**src/hw/rtl/bcut_pkg.sv**
```systemverilog
// ----------------------------------------------------------------------------
// bcut_pkg
// Shared types, character codes and a helper for the byte count text
// formatter.
// ----------------------------------------------------------------------------
package bcut_pkg;

  // Default depth of the queue between the classifier and the serializer.
  localparam int FMT_QUEUE_DEPTH = 4;

  // Number of decimal digit slots (quotient never exceeds 1023).
  localparam int NUM_DIGITS = 4;

  // ASCII codes used in the text.
  localparam logic [7:0] CHAR_ZERO  = 8'h30;
  localparam logic [7:0] CHAR_SPACE = 8'h20;
  localparam logic [7:0] CHAR_B     = 8'h42;
  localparam logic [7:0] CHAR_K     = 8'h4B;
  localparam logic [7:0] CHAR_M     = 8'h4D;
  localparam logic [7:0] CHAR_G     = 8'h47;

  typedef enum logic [1:0] {
    UNIT_B = 2'd0,
    UNIT_K = 2'd1,
    UNIT_M = 2'd2,
    UNIT_G = 2'd3
  } unit_t;

  // One classified request: BCD digits (thousands first), digit count, unit.
  typedef struct packed {
    logic [NUM_DIGITS-1:0][3:0] digits;
    logic [2:0]                 ndig;
    unit_t                      unit;
  } fmt_item_t;

  // Prefix letter of a unit; plain bytes carry none, so they fall back to 'B'.
  function automatic logic [7:0] unit_letter(input unit_t unit);
    logic [7:0] ch;
    case (unit)
      UNIT_K:  ch = CHAR_K;
      UNIT_M:  ch = CHAR_M;
      UNIT_G:  ch = CHAR_G;
      default: ch = CHAR_B;
    endcase
    return ch;
  endfunction

endpackage

```
**src/hw/rtl/byte_count_to_unit_text.sv**
```systemverilog
// ----------------------------------------------------------------------------
// byte_count_to_unit_text
// Path: four front stages, then the queue, then the output register.
// Throughput: one character per cycle while pop is held and the queue is
// not empty; a request yields 3 to 7 characters.
// Reset: synchronous rst clears the pipeline, the queue and the output.
// ----------------------------------------------------------------------------
//
// Formats a 32-bit byte count as ASCII text such as "512 MB" or "0 B".
//
// Front: picks the largest unit whose threshold the count reaches
// (2^30 for GB, 2^20 for MB, 2^10 for KB, else bytes), shifts the count
// down to a quotient of at most 1023 and splits it into decimal digits.
// The digit split runs over four registered stages with reciprocal
// multiplies, so the front takes a request every cycle unless the queue fills.
//
// Queue: holds classified requests so the front keeps working while the
// serializer is busy or the consumer stalls.
//
// Back: emits the digits without leading zeros, then a space, the unit
// letter if any, and 'B'. The last character of a request is flagged.
// The output register lets the next character be prepared while the
// current one waits for pop.
// ----------------------------------------------------------------------------
module byte_count_to_unit_text #(
  parameter int QueueDepth = bcut_pkg::FMT_QUEUE_DEPTH
) (
  input  logic        clk,
  input  logic        rst,
  input  logic        push,
  output logic        full,
  input  logic [31:0] byte_count,
  input  logic        pop,
  output logic        empty,
  output logic [7:0]  text_char,
  output logic        last_char
);
  import bcut_pkg::*;

  // Classified requests from the front into the queue.
  logic      fq_push;
  logic      fq_full;
  fmt_item_t fq_item;

  // Head of the queue toward the serializer.
  logic      bq_pop;
  logic      bq_empty;
  fmt_item_t bq_item;

  // Classify and split into digits.
  bcut_front u_front (
    .clk        (clk),
    .rst        (rst),
    .push       (push),
    .full       (full),
    .byte_count (byte_count),
    .q_push     (fq_push),
    .q_full     (fq_full),
    .q_item     (fq_item)
  );

  // Decouple the two halves.
  bcut_queue #(
    .Depth (QueueDepth)
  ) u_queue (
    .clk   (clk),
    .rst   (rst),
    .push  (fq_push),
    .full  (fq_full),
    .wdata (fq_item),
    .pop   (bq_pop),
    .empty (bq_empty),
    .rdata (bq_item)
  );

  // Serialize into characters.
  bcut_back u_back (
    .clk       (clk),
    .rst       (rst),
    .q_empty   (bq_empty),
    .q_item    (bq_item),
    .q_pop     (bq_pop),
    .pop       (pop),
    .empty     (empty),
    .text_char (text_char),
    .last_char (last_char)
  );

endmodule

```
**src/hw/rtl/bcut_front.sv**
```systemverilog
// ----------------------------------------------------------------------------
// bcut_front
// Pick the unit, shift the count down and split the quotient into decimal
// digits over a four-stage pipeline.
// ----------------------------------------------------------------------------
module bcut_front (
  input  logic                clk,
  input  logic                rst,
  input  logic                push,
  output logic                full,
  input  logic [31:0]         byte_count,
  output logic                q_push,
  input  logic                q_full,
  output bcut_pkg::fmt_item_t q_item
);
  import bcut_pkg::*;

  logic       v1, v2, v3, v4;
  logic       adv1, adv2, adv3, adv4;
  logic       in_acc;

  unit_t      in_unit;
  logic [9:0] in_value;

  unit_t      unit1, unit2, unit3, unit4;
  logic       thou1, thou2, thou3, thou4;
  logic [9:0] r1_1, r1_2;
  logic [3:0] hund2, hund3, hund4;
  logic [6:0] r2_3, r2_4;
  logic [3:0] tens4;

  logic [15:0] hund_prod;
  logic [9:0]  hund_sub;
  logic [9:0]  r2_wide;
  logic [14:0] tens_prod;
  logic [6:0]  tens_sub;
  logic [6:0]  ones_wide;

  assign adv4   = v4 && !q_full;
  assign adv3   = v3 && (!v4 || adv4);
  assign adv2   = v2 && (!v3 || adv3);
  assign adv1   = v1 && (!v2 || adv2);
  assign full   = v1 && !(!v2 || adv2);
  assign in_acc = push && !full;

  // Classify: the highest nonzero group (31:30, 29:20, 19:10) sets the unit.
  always_comb begin
    if (byte_count[31:30] != 2'd0) begin
      in_unit  = UNIT_G;
      in_value = {8'd0, byte_count[31:30]};
    end else if (byte_count[29:20] != 10'd0) begin
      in_unit  = UNIT_M;
      in_value = byte_count[29:20];
    end else if (byte_count[19:10] != 10'd0) begin
      in_unit  = UNIT_K;
      in_value = byte_count[19:10];
    end else begin
      in_unit  = UNIT_B;
      in_value = byte_count[9:0];
    end
  end

  // Hundreds digit as (r * 41) >> 12, exact for r below 1000.
  assign hund_prod = {6'd0, r1_1} * 16'd41;
  assign hund_sub  = 10'(hund2) * 10'd100;
  assign r2_wide   = r1_2 - hund_sub;
  // Tens digit as (r * 205) >> 11, exact for r below 100.
  assign tens_prod = {8'd0, r2_3} * 15'd205;
  assign tens_sub  = 7'(tens4) * 7'd10;
  assign ones_wide = r2_4 - tens_sub;

  always_ff @(posedge clk) begin
    if (rst) begin
      v1 <= 1'b0;
      v2 <= 1'b0;
      v3 <= 1'b0;
      v4 <= 1'b0;
    end else begin
      v1 <= in_acc ? 1'b1 : (adv1 ? 1'b0 : v1);
      v2 <= adv1   ? 1'b1 : (adv2 ? 1'b0 : v2);
      v3 <= adv2   ? 1'b1 : (adv3 ? 1'b0 : v3);
      v4 <= adv3   ? 1'b1 : (adv4 ? 1'b0 : v4);
    end
  end

  always_ff @(posedge clk) begin
    if (in_acc) begin
      unit1 <= in_unit;
      thou1 <= (in_value >= 10'd1000);
      r1_1  <= (in_value >= 10'd1000) ? (in_value - 10'd1000) : in_value;
    end
    if (adv1) begin
      unit2 <= unit1;
      thou2 <= thou1;
      r1_2  <= r1_1;
      hund2 <= hund_prod[15:12];
    end
    if (adv2) begin
      unit3 <= unit2;
      thou3 <= thou2;
      hund3 <= hund2;
      r2_3  <= r2_wide[6:0];
    end
    if (adv3) begin
      unit4 <= unit3;
      thou4 <= thou3;
      hund4 <= hund3;
      r2_4  <= r2_3;
      tens4 <= tens_prod[14:11];
    end
  end

  always_comb begin
    q_push           = adv4;
    q_item.digits[0] = {3'd0, thou4};
    q_item.digits[1] = hund4;
    q_item.digits[2] = tens4;
    q_item.digits[3] = ones_wide[3:0];
    q_item.unit      = unit4;
    if (thou4) begin
      q_item.ndig = 3'd4;
    end else if (hund4 != 4'd0) begin
      q_item.ndig = 3'd3;
    end else if (tens4 != 4'd0) begin
      q_item.ndig = 3'd2;
    end else begin
      q_item.ndig = 3'd1;
    end
  end

endmodule

```
**src/hw/rtl/bcut_queue.sv**
```systemverilog
// ----------------------------------------------------------------------------
// bcut_queue
// Short first-in first-out queue of classified requests between the
// classifier and the serializer.
// ----------------------------------------------------------------------------
module bcut_queue #(
  parameter int Depth = bcut_pkg::FMT_QUEUE_DEPTH
) (
  input  logic                clk,
  input  logic                rst,
  input  logic                push,
  output logic                full,
  input  bcut_pkg::fmt_item_t wdata,
  input  logic                pop,
  output logic                empty,
  output bcut_pkg::fmt_item_t rdata
);
  import bcut_pkg::*;

  localparam int PtrW = (Depth > 1) ? $clog2(Depth) : 1;
  localparam int CntW = $clog2(Depth + 1);

  fmt_item_t           entries [Depth];
  logic [PtrW-1:0]     wr_ptr, rd_ptr;
  logic [CntW-1:0]     count;
  logic                do_push, do_pop;

  assign full    = (count == CntW'(Depth));
  assign empty   = (count == '0);
  assign do_push = push && !full;
  assign do_pop  = pop && !empty;
  assign rdata   = entries[rd_ptr];

  always_ff @(posedge clk) begin
    if (rst) begin
      wr_ptr <= '0;
      rd_ptr <= '0;
      count  <= '0;
    end else begin
      if (do_push) begin
        wr_ptr <= (wr_ptr == PtrW'(Depth - 1)) ? '0 : wr_ptr + 1'b1;
      end
      if (do_pop) begin
        rd_ptr <= (rd_ptr == PtrW'(Depth - 1)) ? '0 : rd_ptr + 1'b1;
      end
      if (do_push && !do_pop) begin
        count <= count + 1'b1;
      end else if (do_pop && !do_push) begin
        count <= count - 1'b1;
      end
    end
  end

  always_ff @(posedge clk) begin
    if (do_push) begin
      entries[wr_ptr] <= wdata;
    end
  end

endmodule

```
**src/hw/rtl/bcut_back.sv**
```systemverilog
// ----------------------------------------------------------------------------
// bcut_back
// Walk the head request character by character into the output register.
// ----------------------------------------------------------------------------
module bcut_back (
  input  logic                clk,
  input  logic                rst,
  input  logic                q_empty,
  input  bcut_pkg::fmt_item_t q_item,
  output logic                q_pop,
  input  logic                pop,
  output logic                empty,
  output logic [7:0]          text_char,
  output logic                last_char
);
  import bcut_pkg::*;

  logic       out_valid;
  logic [2:0] pos;
  logic [2:0] pos_next;
  logic       has_letter;
  logic [2:0] nchar;
  logic [2:0] dig_sel;
  logic [7:0] ch;
  logic       is_last;
  logic       load;

  assign has_letter = (q_item.unit != UNIT_B);
  assign nchar      = q_item.ndig + (has_letter ? 3'd3 : 3'd2);
  assign dig_sel    = pos + 3'd4 - q_item.ndig;
  assign is_last    = (pos == nchar - 3'd1);
  assign load       = !q_empty && (!out_valid || pop);
  assign q_pop      = load && is_last;
  assign pos_next   = is_last ? 3'd0 : pos + 3'd1;
  assign empty      = !out_valid;

  always_comb begin
    if (pos < q_item.ndig) begin
      ch = CHAR_ZERO + {4'd0, q_item.digits[dig_sel[1:0]]};
    end else if (pos == q_item.ndig) begin
      ch = CHAR_SPACE;
    end else if (has_letter && (pos == q_item.ndig + 3'd1)) begin
      ch = unit_letter(q_item.unit);
    end else begin
      ch = CHAR_B;
    end
  end

  always_ff @(posedge clk) begin
    if (rst) begin
      out_valid <= 1'b0;
      pos       <= 3'd0;
    end else if (load) begin
      out_valid <= 1'b1;
      pos       <= pos_next;
    end else if (pop) begin
      out_valid <= 1'b0;
    end
  end

  always_ff @(posedge clk) begin
    if (load) begin
      text_char <= ch;
      last_char <= is_last;
    end
  end

endmodule

```
**config.mk**
```make
export PLATFORM = sky130hd
export DESIGN_NAME = byte_count_to_unit_text
export DESIGN_NICKNAME = d
export VERILOG_FILES = /design/src/hw/rtl/bcut_pkg.sv /design/src/hw/rtl/byte_count_to_unit_text.sv /design/src/hw/rtl/bcut_front.sv /design/src/hw/rtl/bcut_queue.sv /design/src/hw/rtl/bcut_back.sv
export SDC_FILE = /design/constraint.sdc
export NUM_CORES = 1
export LEC_CHECK = 0
export ABC_AREA = 1
export BUFFER_PORTS_ARGS = -buffer_cell sky130_fd_sc_hd__buf_4
export CORE_UTILIZATION = 40
export CTS_BUF_LIST = sky130_fd_sc_hd__clkbuf_4 sky130_fd_sc_hd__clkbuf_8 sky130_fd_sc_hd__clkbuf_16
export CTS_CLUSTER_SIZE = 25
export DETAILED_ROUTE_END_ITERATION = 6
export PLACE_DENSITY = 0.59
export SLEW_MARGIN = 20
export SYNTH_ARGS = -nofsm -noshare
export SYNTH_HDL_FRONTEND = slang
export SYNTH_SLANG_ARGS = --single-unit
```
**constraint.sdc**
```tcl
create_clock -name clk -period 8.5 [get_ports clk]
set_input_delay 1.7 -clock clk [delete_from_list [all_inputs] [get_ports clk]]
set_output_delay 1.7 -clock clk [all_outputs]
set_load 0.005 [all_outputs]
```
[After elaboration in Yosys (flattened, before gate mapping)]
Memories as Yosys holds them, arrays and structs flattened. A register that Yosys moved wholly into a read port is not among the register bits.
Index checks and enable logic that the tools add are counted.
Storage, ports and cells
  bits in registers: 80
  memory bits (writable): 72
  input port bits: 36
  memories kept: 1
Memory list
  u_queue.entries: depth 4, bits a word 18, rd ports 1, clocked after Yosys merged registers in 1, write ports 1, RTL line bcut_queue.sv:23  | fmt_item_t entries [Depth];
Cells by class
  add/sub/neg operators: 14
  multiply operators: 4
  magnitude comparators: 3
  equality and inequality tests: 9
  multiplexer cells: 35
  reduce and logical (&&, ||, !) cells: 41
Operators with widths (count)
  $mux 10: 4
  $reduce_bool 10->1: 2
  $mul 10x6->16 const B: 1
  $mux 8: 2
  $reduce_bool 2->1: 8
  $mul 7x8->15 const B: 1
  $mux 1: 15
  $mux 3: 5
  $logic_and 1x1->1: 13
  $pmux 4 s3: 1
  $ge 10x10->1 const B: 1
  $logic_not 1->1: 10
  $mux 2: 5
  $sub 10x10->10 const B: 1
  $add 3x1->3 const B: 3
  $eq 3x3->1: 3
  $bmux 4 s2: 1
  $eq 2x2->1 const B: 4
  $mux 4: 2
  $reduce_bool 4->1: 2
  $add 6x4->7 const A: 1
  $sub 7x7->7: 1
  $add 2x1->2 const B: 3
  $sub 3x1->3 const B: 2
  12 further kinds: 15

[Depth between registers and ports, before layout]
Gate-level depths: netlist of the first run.
  depth after elaboration: 13
  depth in mapped cells: 21

[Hierarchy]
Synthesis of the first run repeated with hierarchy kept, for this count alone.
Unflattened totals
  cells, all modules: 844
  area, all modules: 8959.8 µm²
Modules (own cells, without submodules)
  bcut_front: instances 1, cells an instance 423, area each 4297.9 µm², sequential area each 1761.7 µm²
  bcut_queue: instances 1, cells an instance 275, area each 3664.8 µm², sequential area each 2702.6 µm²
  bcut_back: instances 1, cells an instance 146, area each 997.2 µm², sequential area each 320.3 µm²

[Least setup slack after synthesis of the first run]
Ideal clock, no wire load.
  kind: register -> register
  from: reg u_front.r2_3[4]
  to: reg u_front.tens4[2], data pin
  library setup time: 0.258 ns
  data arrival time: 3.137 ns
  required time: 8.242 ns
  path slack: 5.105 ns
  cell stages (with the launch flop): 19
  path through: edfxtp_1 -> ha_1 -> inv_1 -> fa_1 -> inv_1 -> ha_1 -> inv_1 -> fa_1 -> inv_1 -> ha_1 -> a21oi_1 -> nor2_1 -> a211oi_1 -> o21ai_0 -> nand2_1 -> nand2_1 -> nand2_1 -> nand2_1 -> xor2_1
Between the ends
  cells in the longest elaborated chain, start to end: 1
Ends and longest elaborated chain
  from (decl): RTL line bcut_front.sv:29  | logic [6:0] r2_3, r2_4;
  from (signal assigned): RTL line bcut_front.sv:102  | r2_3 <= r2_wide[6:0];
  $mul 7x8->15: RTL line bcut_front.sv:68  | assign tens_prod = {8'd0, r2_3} * 15'd205;
  net u_front.tens_prod[13]: RTL line bcut_front.sv:35  | logic [14:0] tens_prod;
  to (signal assigned): RTL line bcut_front.sv:109  | tens4 <= tens_prod[14:11];
  to (decl): RTL line bcut_front.sv:30  | logic [3:0] tens4;
The timed path passes the listed nets, and every way through them passes these cells.
A chain may end at the register's enable or synchronous reset.

==> summary.md, run 1 <==
| Metric | Value |
|---|---|
| Final Critical Period | roughly 4000 ps |
| Vias per cell | slightly below 5 |
| Synth Warn # | 0 |
| # DRC | 0 |
| Via count | ~5300 |
| Sw Ratio | 0.2497 |
| Worst EP required | around 9000 ps |
| # diodes | 0 |
| Share of cells above drive strength 1 | 0.1551 |
| Cell Int Power | 1441 uW |
| ANT nets after route | 0 |
| Area Overhead vs Synth | 15.11% |
| NumNets Final | a little under 1000 |
| Avg Cell Area, Syn | approximately 11 um^2 |
| Synth Instances | 770 |
| Power Dens Cells | about 200 nW/um^2 |
| Clock-pin slew on the worst setup and hold paths | 60 ps |
| Clock Skew | 11.24 ps |
| Final setup fails | 0 |
| Worst slew margin | 0.3174 |
| Initial Util | 0.4099 |
| Post-DP HPWL | about 11 mm |
| First-pass GRT wire length | between 20 and 25 mm |
| Crit path arrival time | about 4400 ps |
| Setup Buffers After CTS | 0 |
| Later-pin clock latency in the skew report | around 420 ps |
| CP Max Fanout | 21 |
| Leakage Power | 0.004205 uW |
| I/O Pins | 47 |
| FFs w/ async S/R, synth | 0 |
| Crit Path Category | reg -> reg |
| Max Clock Freq | ~250 MHz |
| Hold Fails Final Rpt | 0 |
| Yosys reg bits | 149 |
| Pwr Total | between 1500 and 2000 uW |
| Longest Clk Path Bufs | 2 |
| Post-synth EDFFs | between 100 and 150 |
| Total core area | ~20000 um^2 |
| Vias in the first global route | approximately 5100 |
| Setup TNS | 0 ps |
| FP Rows | 52 |
| Die width | approximately 150 um |
| CTS tree | done |
| Critical path launch point type | flip-flop |
| Clock power frac | 0.394 |
| CTS buffer count | 17 |
| Hold Crit Class | reg -> reg |
| Number of gates resized after cts | 0 |
| Max cap viols | 0 |
| Cell area after synthesis | ~8300 um^2 |
| Total GRT Usage | 0.1442 |
| DRT Pass-1 Iters | 4 |
| FILL cells | between 1500 and 2000 |
| GRT overflow | 0 |
| H-tree depth | 4 |
| Most used DFF post-synth | edfxtp_1 |
| Die span in y | approximately 150 um |
| Largest net degree at the start of global routing | 36 |
| DR iter-0 viols | around 220 |
| RSZ-0062 raised after global routing | false |
| Final wirelength | approximately 14 mm |
| RePlAce Congestion | ~0.76 |
| Comb pwr share | 0.163 |
| Clock Sink Count | about 150 |
| Final Cycle Share | 0.4768 |
| Unique masters post-synth | 47 |
| Die area | 21380 um^2 |
| Syn nets | approximately 910 |
| Worst slew pin tran | roughly 1000 ps |
| Worst VDD drop | between 0.0001 and 0.00015 V |
| Hold-fix buffers at CTS | 0 |
| Port bufs | 45 |
| Sw power | ~480 uW |
| Sequential share of the synthesized area | 0.5172 |
| Drt wl/cell | approximately 13 um |
| Root Buffer | clkbuf_16 |
| Crit. End Element | flip-flop |
| Part of the power in registers | 0.443 |
| Final Max Slew Viols | 0 |
| Initial antenna violation count | 0 |
| Status | complete, no violations |
==> worst max-delay path: stages, from the launching register on <==
cell	delay [ps]
dfxtp_1	620
inv_1	440
a32oi_1	370
inv_1	100
ha_1	240
ha_1	180
inv_1	50
ha_1	150
xor2_1	180
xor2_1	180
nor4b_4	300
nand2_2	130
ha_1	240
inv_1	100
fa_1	410
o21ai_0	200
nor2_1	60
==> final cells by class <==
cell class,instances,area (um^2),share of cell area
inverters,123,462.9,0.04833
repair buffers,49,367.9,0.03840
well taps,270,337.8,0.03527
clock buffers,20,454.2,0.04741
clock inverters,12,153.9,0.01607
flip-flops and latches,149,4305,0.4495
multi-input cells,485,3497,0.3651
==> kinds of logic (layout without fill, tap and decap cells) <==
logic type	count (synthesis)	in the layout	synth area share
AOI/OAI and AO/OA	107	107	0.07774
adders and majority gates	105	105	0.1714
other	1	1	0.0004506
and+or+nand+nor	245	245	0.1419
xor gates and xnor gates	27	27	0.02842
buffers and inverters	136	204	0.06285
DFF	149	149	0.5172
==> power groups by stage <==
stage / Sequential [uW] / Combinational, uW / Clock, uW
4_1_cts: 852 / 319 / 771
6_report: 851 / 314 / 756
3_5_place_dp: 867 / 317 / 0
3_3_place_gp: 867 / 313 / 0
2_1_floorplan: 859 / 236 / 0
5_1_grt: 854 / 368 / 803
==> worst paths after layout <==
kind	startpoint	endpoint	slack, ps	depth (start not counted)
worst min-delay path	u_front.thou3	u_front.thou4	420	0
worst min register to register	u_front.thou3	u_front.thou4	420	0
worst max-delay path	flip-flop	u_queue.count[1]	4450	16
worst max register to register	flip-flop	u_queue.count[1]	4450	16
==> through the flow <==
| stage | worst slack (ps) | hold slack (ps) | utilization | instances | cell area, um^2 |
|---|---|---|---|---|---|
| after floorplan | 5105 | 400.3 | - | 770 | 8322 |
| after global placement | 4200 | 400.9 | 0.4418 | 1076 | 8967 |
| after detailed placement | 3974 | 404.5 | 0.4418 | 1076 | 8967 |
| after CTS | 3957 | 418.2 | 0.4717 | 1108 | 9575 |
| after global routing | 4080 | 427.8 | 0.4719 | 1108 | 9579 |
| final | 4447 | 416.1 | 0.4719 | 1108 | 9579 |
==> metal layers <==
| metal | wire length, um | vias to the layer above | global-route usage |
|---|---|---|---|
| li1 | - | 2733 | - |
| met1 | 6689 | 2491 | 0.1840 |
| met2 | 7120 | 87 | 0.2417 |
| met3 | 463 | 12 | 0.03531 |
| met4 | 153 | 0 | 0.04375 |
| met5 | 0 | - | 0 |
==> cells in the final DEF (no fill, tap or decap), types with 5 or more instances in the layout <==
| cell type | count |
|---|---|
| nand2_1 | 98 |
| xnor2_1 | 8 |
| a21oi_1 | 31 |
| nor2_2 | 5 |
| xor2_1 | 19 |
| dfxtp_1 | 16 |
| o221ai_1 | 7 |
| nand2_2 | 16 |
| ha_1 | 90 |
| inv_1 | 118 |
| edfxtp_1 | 132 |
| nand3_2 | 6 |
| o22ai_1 | 5 |
| nand3_1 | 28 |
| clkbuf_16 | 17 |
| buf_4 | 49 |
| o21ai_0 | 39 |
| fa_1 | 15 |
| nor2_1 | 70 |
==> registers in the layout (all words and copies together), names as in the netlist, 3 cells and up, named ones only <==
signal            flops
u_front.hund3         4
u_back.pos            3
u_front.r2_3          7
u_front.r2_4          4
u_front.hund2         4
u_front.tens4         4
u_front.hund4         4
u_queue.entries      68
u_front.r1_2          7
u_back.text_char      7
u_front.r1_1         10
u_queue.count         3
==> cell usage after synthesis, types with 2 or more instances <==
master | instances | area (um^2)
a31oi_1 | 2 | 12.51
edfxtp_1 | 132 | 3964
nand3_1 | 28 | 140.1
nand4_1 | 2 | 12.51
a32o_1 | 2 | 20.02
inv_2 | 3 | 11.26
a32oi_1 | 4 | 35.03
or2_2 | 4 | 25.02
o2111ai_1 | 2 | 17.52
a21oi_2 | 2 | 17.52
nand2_2 | 16 | 100.1
fa_1 | 15 | 300.3
nand2_1 | 98 | 367.9
nand3_2 | 6 | 60.06
nor4_1 | 2 | 12.51
ha_1 | 90 | 1126
buf_4 | 3 | 22.52
xnor2_1 | 8 | 70.07
clkbuf_1 | 10 | 37.54
a21oi_1 | 31 | 155.2
dfxtp_1 | 17 | 340.3
nand2_4 | 3 | 33.78
o22ai_1 | 5 | 31.28
nor2_1 | 71 | 266.5
inv_1 | 118 | 442.9
a211oi_1 | 3 | 22.52
xor2_1 | 19 | 166.4
nor3_1 | 2 | 10.01
o221ai_1 | 7 | 61.31
o21ai_2 | 2 | 17.52
o21bai_1 | 4 | 30.03
o21ai_0 | 39 | 195.2
nor2_8 | 3 | 60.06
nor2_2 | 4 | 25.02
(Power assumes the default switching activity.)
==> inputs of run 2 (changes only) <==
- ABC_AREA: 1 -> 0
- PLACE_DENSITY: 0.59 -> 0.61
- clock period: 8.5 -> 3.29 ns (I/O delays scaled with it)
==> summary.md, run 2 <==
| Metric | Value |
|---|---|
| Area contributors post-synth | edfxtp_1 (50%), ha_1 (14%), dfxtp_1 (4.3%), fa_1 (3.8%), inv_1 (3.7%) (was edfxtp_1 (48%), ha_1 (14%), inv_1 (5.3%), nand2_1 (4.4%), dfxtp_1 (4.1%)) |
| Yosys reg bits | 149 (unchanged) |
| Hold Crit Class | reg -> reg (unchanged) |
| DR iter-0 viols | 131 (was 217) |
| Largest net degree at the start of global routing | 18 (was 36) |
| Register with the most flip-flops | u_queue.entries (unchanged) |
| # diodes | 0 (unchanged) |
| Vias in the first global route | 4688 (was 5105) |
| Power Dens Cells | 528.0 nW/um^2 (was 200.6 nW/um^2) |
| Status | finished with violations (was complete, no violations) |
| Biggest regs | u_queue.entries: 68 flops, u_front.r1_1: 10 flops (unchanged) |
| Max Clock Freq | 277.8 MHz (was 246.8 MHz) |
| Clock Sink Count | 149 (unchanged) |
| I/O Pins | 47 (unchanged) |
| RePlAce Congestion | 0.8523 (was 0.7593) |
| NumNets Final | 800 (was 966) |
| Failing checks | negative setup slack |
| Syn nets | 705 (was 911) |
| Max cap viols | 0 (unchanged) |
| CP Max Fanout | 3 (was 21) |
| Root Buffer | clkbuf_16 (unchanged) |
| Total GRT Usage | 0.1492 (was 0.1442) |
| Unique masters post-synth | 53 (was 47) |
| Via count | 4619 (was 5323) |
| FILL cells | 1605 (was 1919) |
| Commonest cells after routing, fill and taps aside | edfxtp_1 (132), buf_4 (82), ha_1 (80), inv_1 (71), nor2_1 (43) (was edfxtp_1 (132), inv_1 (118), nand2_1 (98), ha_1 (90), nor2_1 (70)) |
| Worst slew pin tran | 912.6 ps (was 1020 ps) |
| Crit. End Element | flip-flop (unchanged) |
| Commonest non-fill, non-tap cell in the layout | edfxtp_1 (unchanged) |
| Area Overhead vs Synth | 21.32% (was 15.11%) |
| Initial antenna violation count | 0 (unchanged) |
| Hold path startpoint | u_front.thou3 (unchanged) |
| Post-DP HPWL | 10.39 mm (was 10.84 mm) |
| RSZ-0062 raised after global routing | true (was false) |
| Worst slew margin | 0.3916 (was 0.3174) |
| Die width | 142.2 um (was 146.2 um) |
| Synth Warn # | 0 (unchanged) |
| Hold_ws | 418.3 ps (was 416.1 ps) |
| Hold-fix buffers at CTS | 0 (unchanged) |
| FP Rows | 50 (was 52) |
| Sequential share of the synthesized area | 0.5478 (was 0.5172) |
| Drt wl/cell | 14.95 um (was 13.02 um) |
| Final Critical Period | 3600 ps (was 4053 ps) |
| Die area | 20210 um^2 (was 21380 um^2) |
| Pwr Total | 5034 uW (was 1921 uW) |
| Yosys top cell by area | edfxtp_1 (unchanged) |
| Total core area | 18960 um^2 (was 20300 um^2) |
| Worst R2R Start | u_front.r2_3[4] |
| # DRC | 0 (unchanged) |
| Register-to-Register Setup Slack | -310 ps (was 4450 ps) |
| Most used DFF post-synth | edfxtp_1 (unchanged) |
| H-tree depth | 4 (unchanged) |
| Area of the multi-input gates | 3418 um^2 (was 3497 um^2) |
| Die span in y | 142.2 um (was 146.2 um) |
| Avg Cell Area, Syn | 13.93 um^2 (was 10.81 um^2) |
| Worst EP required | 3450 ps (was 8810 ps) |
| First-pass GRT wire length | 22.80 mm (was 24.34 mm) |
| Worst Reg-to-Reg Cells | 15 (was 16) |
| Leakage Power | 0.003880 uW (was 0.004205 uW) |
| Final Cycle Share | 1.094 (was 0.4768) |
| WHS Endpoint | u_front.thou4 (unchanged) |
| Crit path arrival time | 3760 ps (was 4360 ps) |
| Final Max Slew Viols | 0 (unchanged) |
| DRT Pass-1 Iters | 4 (unchanged) |
| Port bufs | 45 (unchanged) |
| Crit Path Category | reg -> reg (unchanged) |
| Share of cells above drive strength 1 | 0.2545 (was 0.1551) |
| Critical path launch point type | flip-flop (unchanged) |
| CTS tree | done (unchanged) |
| Vias per cell | 4.956 (was 4.804) |
| FF-to-FF End | u_front.tens4[3] (was u_queue.count[1]) |
| Most frequent cell after synthesis | edfxtp_1 (unchanged) |
| Synth Instances | 564 (was 770) |
| Final wirelength | 13.94 mm (was 14.43 mm) |
| Post-synth EDFFs | 132 (unchanged) |
| Initial Util | 0.4145 (was 0.4099) |
| CTS buffer count | 17 (unchanged) |
| Hold Fails Final Rpt | 0 (unchanged) |
| Longest Clk Path Bufs | 2 (unchanged) |
| ANT nets after route | 0 (unchanged) |
| Hold Path Depth | 0 (unchanged) |
| Later-pin clock latency in the skew report | 420 ps (about the same) |
| Register area | 4309 um^2 (was 4305 um^2) |
| Final setup fails | 4 (was 0) |
| FFs w/ async S/R, synth | 0 (unchanged) |
| Max reg flops | 68 (unchanged) |
| Cell area after synthesis | 7858 um^2 (was 8322 um^2) |
| Pre-CTS WS | -470.4 ps (was 3974 ps) |
| PnR worst setup slack | -310.4 ps (was 4447 ps) |
| GRT overflow | 0 (unchanged) |
| Clock-pin slew on the worst setup and hold paths | 60 ps (about the same) |
| Clock Skew | 10.01 ps (was 11.24 ps) |
| Worst VDD drop | 0.0004848 V (was 0.0001500 V) |
| Commonest cells post-synth | edfxtp_1 (132), ha_1 (90), inv_1 (78) (was edfxtp_1 (132), inv_1 (118), nand2_1 (98)) |
| Top cell type's share of synthesized area | 0.5045 (was 0.4763) |
[run 2: through the flow]
| step | utilization | setup TNS (ps) | instances | cell area, um^2 |
|---|---|---|---|---|
| global placement | 0.4597 | -1191 | 891 | 8713 |
| floorplan | - | -927.8 | 564 | 7881 |
| finish | 0.5029 | -850.7 | 932 | 9533 |
| detailed placement | 0.4597 | -1593 | 891 | 8713 |
| global route | 0.5029 | -1538 | 932 | 9533 |
| CTS | 0.4978 | -887.0 | 929 | 9437 |
[run 2: where the power goes]
group	internal [uW]	total [uW]	switching, uW
Clock	1070	1820	748
Combinational	499	1020	516
Sequential	2150	2200	47.5
Total	3720	5030	1310
[run 2: critical path: stages (launching register included)]
cell	delay, ps
edfxtp_1	440
ha_4	300
inv_2	30
fa_1	470
inv_1	50
ha_1	260
inv_1	40
fa_1	490
inv_2	50
ha_4	230
o2111ai_4	200
o221ai_2	140
a21oi_2	180
nor2_1	70
o41ai_2	260
xnor2_1	120
[run 2: cell type report]
class / instances / area share
Tap cell: 260 / 0.03413
Sequential cell: 149 / 0.4520
Multi-Input combinational cell: 330 / 0.3586
Inverter: 78 / 0.03071
Clock inverter: 9 / 0.006956
Clock buffer: 23 / 0.05184
Timing Repair Buffer: 83 / 0.06576
[run 2: how the worst max path moves through the flow]
stage / end / slack, ps / from / cells past startpoint
2_1_floorplan: u_front.tens4[3] / -270 / u_front.r2_3[4] / 15
4_1_cts: u_front.tens4[3] / -400 / u_front.r2_3[4] / 15
5_1_grt: u_front.tens4[3] / -490 / u_front.r2_3[4] / 15
3_3_place_gp: u_front.tens4[2] / -340 / u_front.r2_3[4] / 14
6_report: u_front.tens4[3] / -310 / u_front.r2_3[4] / 15
3_5_place_dp: u_front.tens4[3] / -470 / u_front.r2_3[5] / 15
[run 2: what timing repair did]
action | 4_1_cts | 5_1_grt
pin swaps | 14 | 18
endpoints found under the hold margin | 0 | 0
gates resized for setup | 20 | 15
buffers inserted | 6 | 3
setup endpoints to repair | 5 | 7
[run 2: per-layer routing]
layer,global-route usage,vias up,wire length [um]
met5,0,-,0
met4,0.05320,0,182
met3,0.03836,15,309
met2,0.2675,60,7416
met1,0.1713,2271,6030
li1,-,2273,-
[run 2: logic make-up (layout without fill, tap and decap cells)]
logic type | after synthesis | after routing | synth area share
other | 1 | 1 | 0.0004772
buffers and inverters | 85 | 193 | 0.04220
AO/OA/AOI/OAI | 73 | 73 | 0.06115
flip-flops | 149 | 149 | 0.5478
XOR/XNOR | 28 | 28 | 0.03296
adder cells (fa/ha/maj) | 105 | 105 | 0.1815
multiplexers | 24 | 24 | 0.06210
AND/OR/NAND/NOR | 99 | 99 | 0.07181
==> inputs of run 3 (changes only) <==
- SETUP_SLACK_MARGIN: unset -> 0.15
- SYNTH_HIERARCHICAL: unset -> 1
==> summary.md, run 3 <==
| Metric | Value |
|---|---|
| Worst Reg-to-Reg Cells | 13 (was 15) |
| Commonest non-fill, non-tap cell in the layout | edfxtp_1 (unchanged) |
| Worst slew margin | 0.2968 (was 0.3916) |
| DRT Pass-1 Iters | 4 (unchanged) |
| Synth Warn # | 6 (was 0) |
| Crit Path Category | reg -> reg (unchanged) |
| Clock Skew | 11.34 ps (was 10.01 ps) |
| Hold-fix buffers at CTS | 0 (unchanged) |
| Largest net degree at the start of global routing | 22 (was 18) |
| H-tree depth | 4 (unchanged) |
| Most frequent cell after synthesis | edfxtp_1 (unchanged) |
| Met3 wire length | 458 um (was 309 um) |
| Post-DP HPWL | 11.00 mm (was 10.39 mm) |
| Max cap viols | 0 (unchanged) |
| Register-to-Register Setup Slack | -210 ps (was -310 ps) |
| Max reg flops | 84 (was 68) |
| Hold Crit Class | reg -> reg (unchanged) |
| FP Rows | 53 (was 50) |
| ANT nets after route | 0 (unchanged) |
| Top cell type's share of synthesized area | 0.5156 (was 0.5045) |
| # DRC | 0 (unchanged) |
| Final setup fails | 4 (unchanged) |
| Final Cycle Share | 1.064 (was 1.094) |
| NumNets Final | 830 (was 800) |
| Worst R2R Start | u_front/r2_3[4] (was u_front.r2_3[4]) |
| PnR worst setup slack | -211.1 ps (was -310.4 ps) |
| Power Dens Cells | 512.4 nW/um^2 (was 528.0 nW/um^2) |
| Worst EP required | 3460 ps (was 3450 ps) |
| Final Max Slew Viols | 0 (unchanged) |
| Initial antenna violation count | 0 (unchanged) |
| Share of cells above drive strength 1 | 0.2725 (was 0.2545) |
| FF-to-FF End | u_front/tens4[3] (was u_front.tens4[3]) |
| CTS tree | done (unchanged) |
| Synth Instances | 596 (was 564) |
| Root Buffer | clkbuf_16 (unchanged) |
| DR iter-0 viols | 196 (was 131) |
| Crit. End Element | flip-flop (unchanged) |
| Die width | 148.8 um (was 142.2 um) |
| WHS Endpoint | u_front/thou2 (was u_front.thou4) |
| Leakage Power | 0.004071 uW (was 0.003880 uW) |
| Hold path startpoint | u_front/thou1 (was u_front.thou3) |
| Unique masters post-synth | 66 (was 53) |
| Post-synth EDFFs | 148 (was 132) |
| Initial Util | 0.4087 (was 0.4145) |
| Placement Cell Area | 9514 um^2 (was 8713 um^2) |
| Vias per cell | 5.028 (was 4.956) |
| FFs w/ async S/R, synth | 0 (unchanged) |
| # diodes | 0 (unchanged) |
| RSZ-0062 raised after global routing | true (unchanged) |
| CTS buffer count | 17 (unchanged) |
| Max layer used | met4 (unchanged) |
| Port bufs | 45 (unchanged) |
| Total GRT Usage | 0.1424 (was 0.1492) |
| Yosys top cell by area | edfxtp_1 (unchanged) |
| Avg Cell Area, Syn | 14.46 um^2 (was 13.93 um^2) |
| Clock Sink Count | 165 (was 149) |
| Commonest cells after routing, fill and taps aside | edfxtp_1 (148), buf_4 (88), ha_1 (84), inv_1 (65), nor2_1 (30) (was edfxtp_1 (132), buf_4 (82), ha_1 (80), inv_1 (71), nor2_1 (43)) |
| Max Clock Freq | 285.6 MHz (was 277.8 MHz) |
| Total core area | 21090 um^2 (was 18960 um^2) |
| Die span in y | 148.8 um (was 142.2 um) |
| Sequential share of the synthesized area | 0.5551 (was 0.5478) |
| Hold Fails Final Rpt | 0 (unchanged) |
| Later-pin clock latency in the skew report | 420 ps (about the same) |
| Longest Clk Path Bufs | 2 (unchanged) |
| Fin area | 10260 um^2 (was 9533 um^2) |
| Area Overhead vs Synth | 19.09% (was 21.32%) |
| Hold Path Depth | 0 (unchanged) |
| Worst path max stage delay | 490 ps (about the same) |
| I/O Pins | 47 (unchanged) |
| CP max stage cell | fa_1 (unchanged) |
| CP Max Fanout | 2 (was 3) |
| Vias in the first global route | 5112 (was 4688) |
| WL met2 | 7.748 mm (was 7.416 mm) |
| Critical path launch point type | flip-flop (unchanged) |
| Register with the most flip-flops | u_queue/entries (was u_queue.entries) |
| Final wirelength | 14.84 mm (was 13.94 mm) |
| Cell area after synthesis | 8620 um^2 (was 7858 um^2) |
| Status | finished with violations (unchanged) |
| Clock-pin slew on the worst setup and hold paths | 60 ps (about the same) |
| Failing checks | negative setup slack (unchanged) |
| Area contributors post-synth | edfxtp_1 (52%), ha_1 (13%), mux4_2 (6.5%), dfxtp_1 (3.9%), fa_1 (3.5%) (was edfxtp_1 (50%), ha_1 (14%), dfxtp_1 (4.3%), fa_1 (3.8%), inv_1 (3.7%)) |
| Final Critical Period | 3501 ps (was 3600 ps) |
| WP depth | 13 (was 15) |
| CP Cell Sequence | buf_4 > ha_4 > ha_4 > fa_1 > inv_1 > fa_1 > inv_1 > ha_1 > a311o_1 > a21oi_2 > o31ai_4 > a21oi_2 > xnor2_1 (was ha_4 > inv_2 > fa_1 > inv_1 > ha_1 > inv_1 > fa_1 > inv_2 > ha_4 > o2111ai_4 > o221ai_2 > a21oi_2 > nor2_1 > o41ai_2 > xnor2_1) |
| RePlAce Congestion | 0.8043 (was 0.8523) |
| GRT overflow | 0 (unchanged) |
| Drt wl/cell | 15.21 um (was 14.95 um) |
| Die area | 22140 um^2 (was 20210 um^2) |
| WL met1 | 6.502 mm (was 6.030 mm) |
| Setup TNS | -557.2 ps (was -850.7 ps) |
| Worst slew pin tran | 1051 ps (was 912.6 ps) |
| Pre-CTS WS | -221.2 ps (was -470.4 ps) |
| Via count | 4907 (was 4619) |
| CP Buf/Inv Count | 3 (was 4) |
| Commonest cells post-synth | edfxtp_1 (148), ha_1 (91), inv_1 (71) (was edfxtp_1 (132), ha_1 (90), inv_1 (78)) |
| First-pass GRT wire length | 24.45 mm (was 22.80 mm) |
| Yosys reg bits | 165 (was 149) |
| Fin util | 0.4868 (was 0.5029) |
| Biggest regs | u_queue/entries: 84 flops, u_front/r1_1: 10 flops (was u_queue.entries: 68 flops, u_front.r1_1: 10 flops) |
| Crit path arrival time | 3670 ps (was 3760 ps) |
| Worst VDD drop | 0.0003372 V (was 0.0004848 V) |
| CP delay by family, top | adder cells (unchanged) |
| Most used DFF post-synth | edfxtp_1 (unchanged) |
## run 3: repair_timing
item,in CTS,in global routing
resized for setup,6,12
buffers inserted,6,5
pin swaps,11,17
setup endpoints to repair,10,10
## run 3: power breakdown
part | switching [uW] | internal [uW] | leakage [uW]
Combinational | 498 | 459 | 0.00231
Sequential | 41.1 | 2360 | 0.00149
Clock | 768 | 1130 | 0.000269
## run 3: through the flow
step | std cells | hold slack, ps | total power [uW]
floorplan | 598 | 400.3 | 3059
global placement | 933 | 401.5 | 3282
detailed placement | 933 | 404.5 | 3319
CTS | 971 | 419.0 | 5250
global route | 976 | 424.3 | 5529
finish | 976 | 418.3 | 5259
## run 3: worst max-delay path by stage
stage	endpoint	from	slack [ps]
after CTS	u_front/tens4[3]	u_front/r2_3[5]	-160
after global routing	u_front/tens4[3]	u_front/r2_3[4]	-330
after global placement	u_front/tens4[3]	u_front/r2_3[6]	-120
after detailed placement	u_front/tens4[3]	u_front/r2_3[6]	-220
after floorplan	u_queue/count[2]	flip-flop	-70
final	u_front/tens4[3]	u_front/r2_3[4]	-210
## run 3: kinds of logic after synthesis
family | share of synthesized area
flops | 0.5551
fa+ha+maj | 0.1669
simple gates | 0.06053
buf+inv | 0.04819
compound gates | 0.06968
mux | 0.06881
xor+xnor | 0.02990
other cells | 0.0008713
## run 3: layer usage
layer / vias to the layer above / GRT usage
li1: 2410 / -
met1: 2401 / 0.1701
met2: 84 / 0.2558
met3: 12 / 0.03761
met4: 0 / 0.03163
met5: - / 0
## run 3: cell type report
cell class,count,area (um^2)
clock buffer,19,440.4
tap,275,344.1
sequential,165,4788
inverter,73,300.3
timing repair buffer,88,660.6
multi-input combinational,343,3598
fill,1811,10820
clock inverter,13,132.6
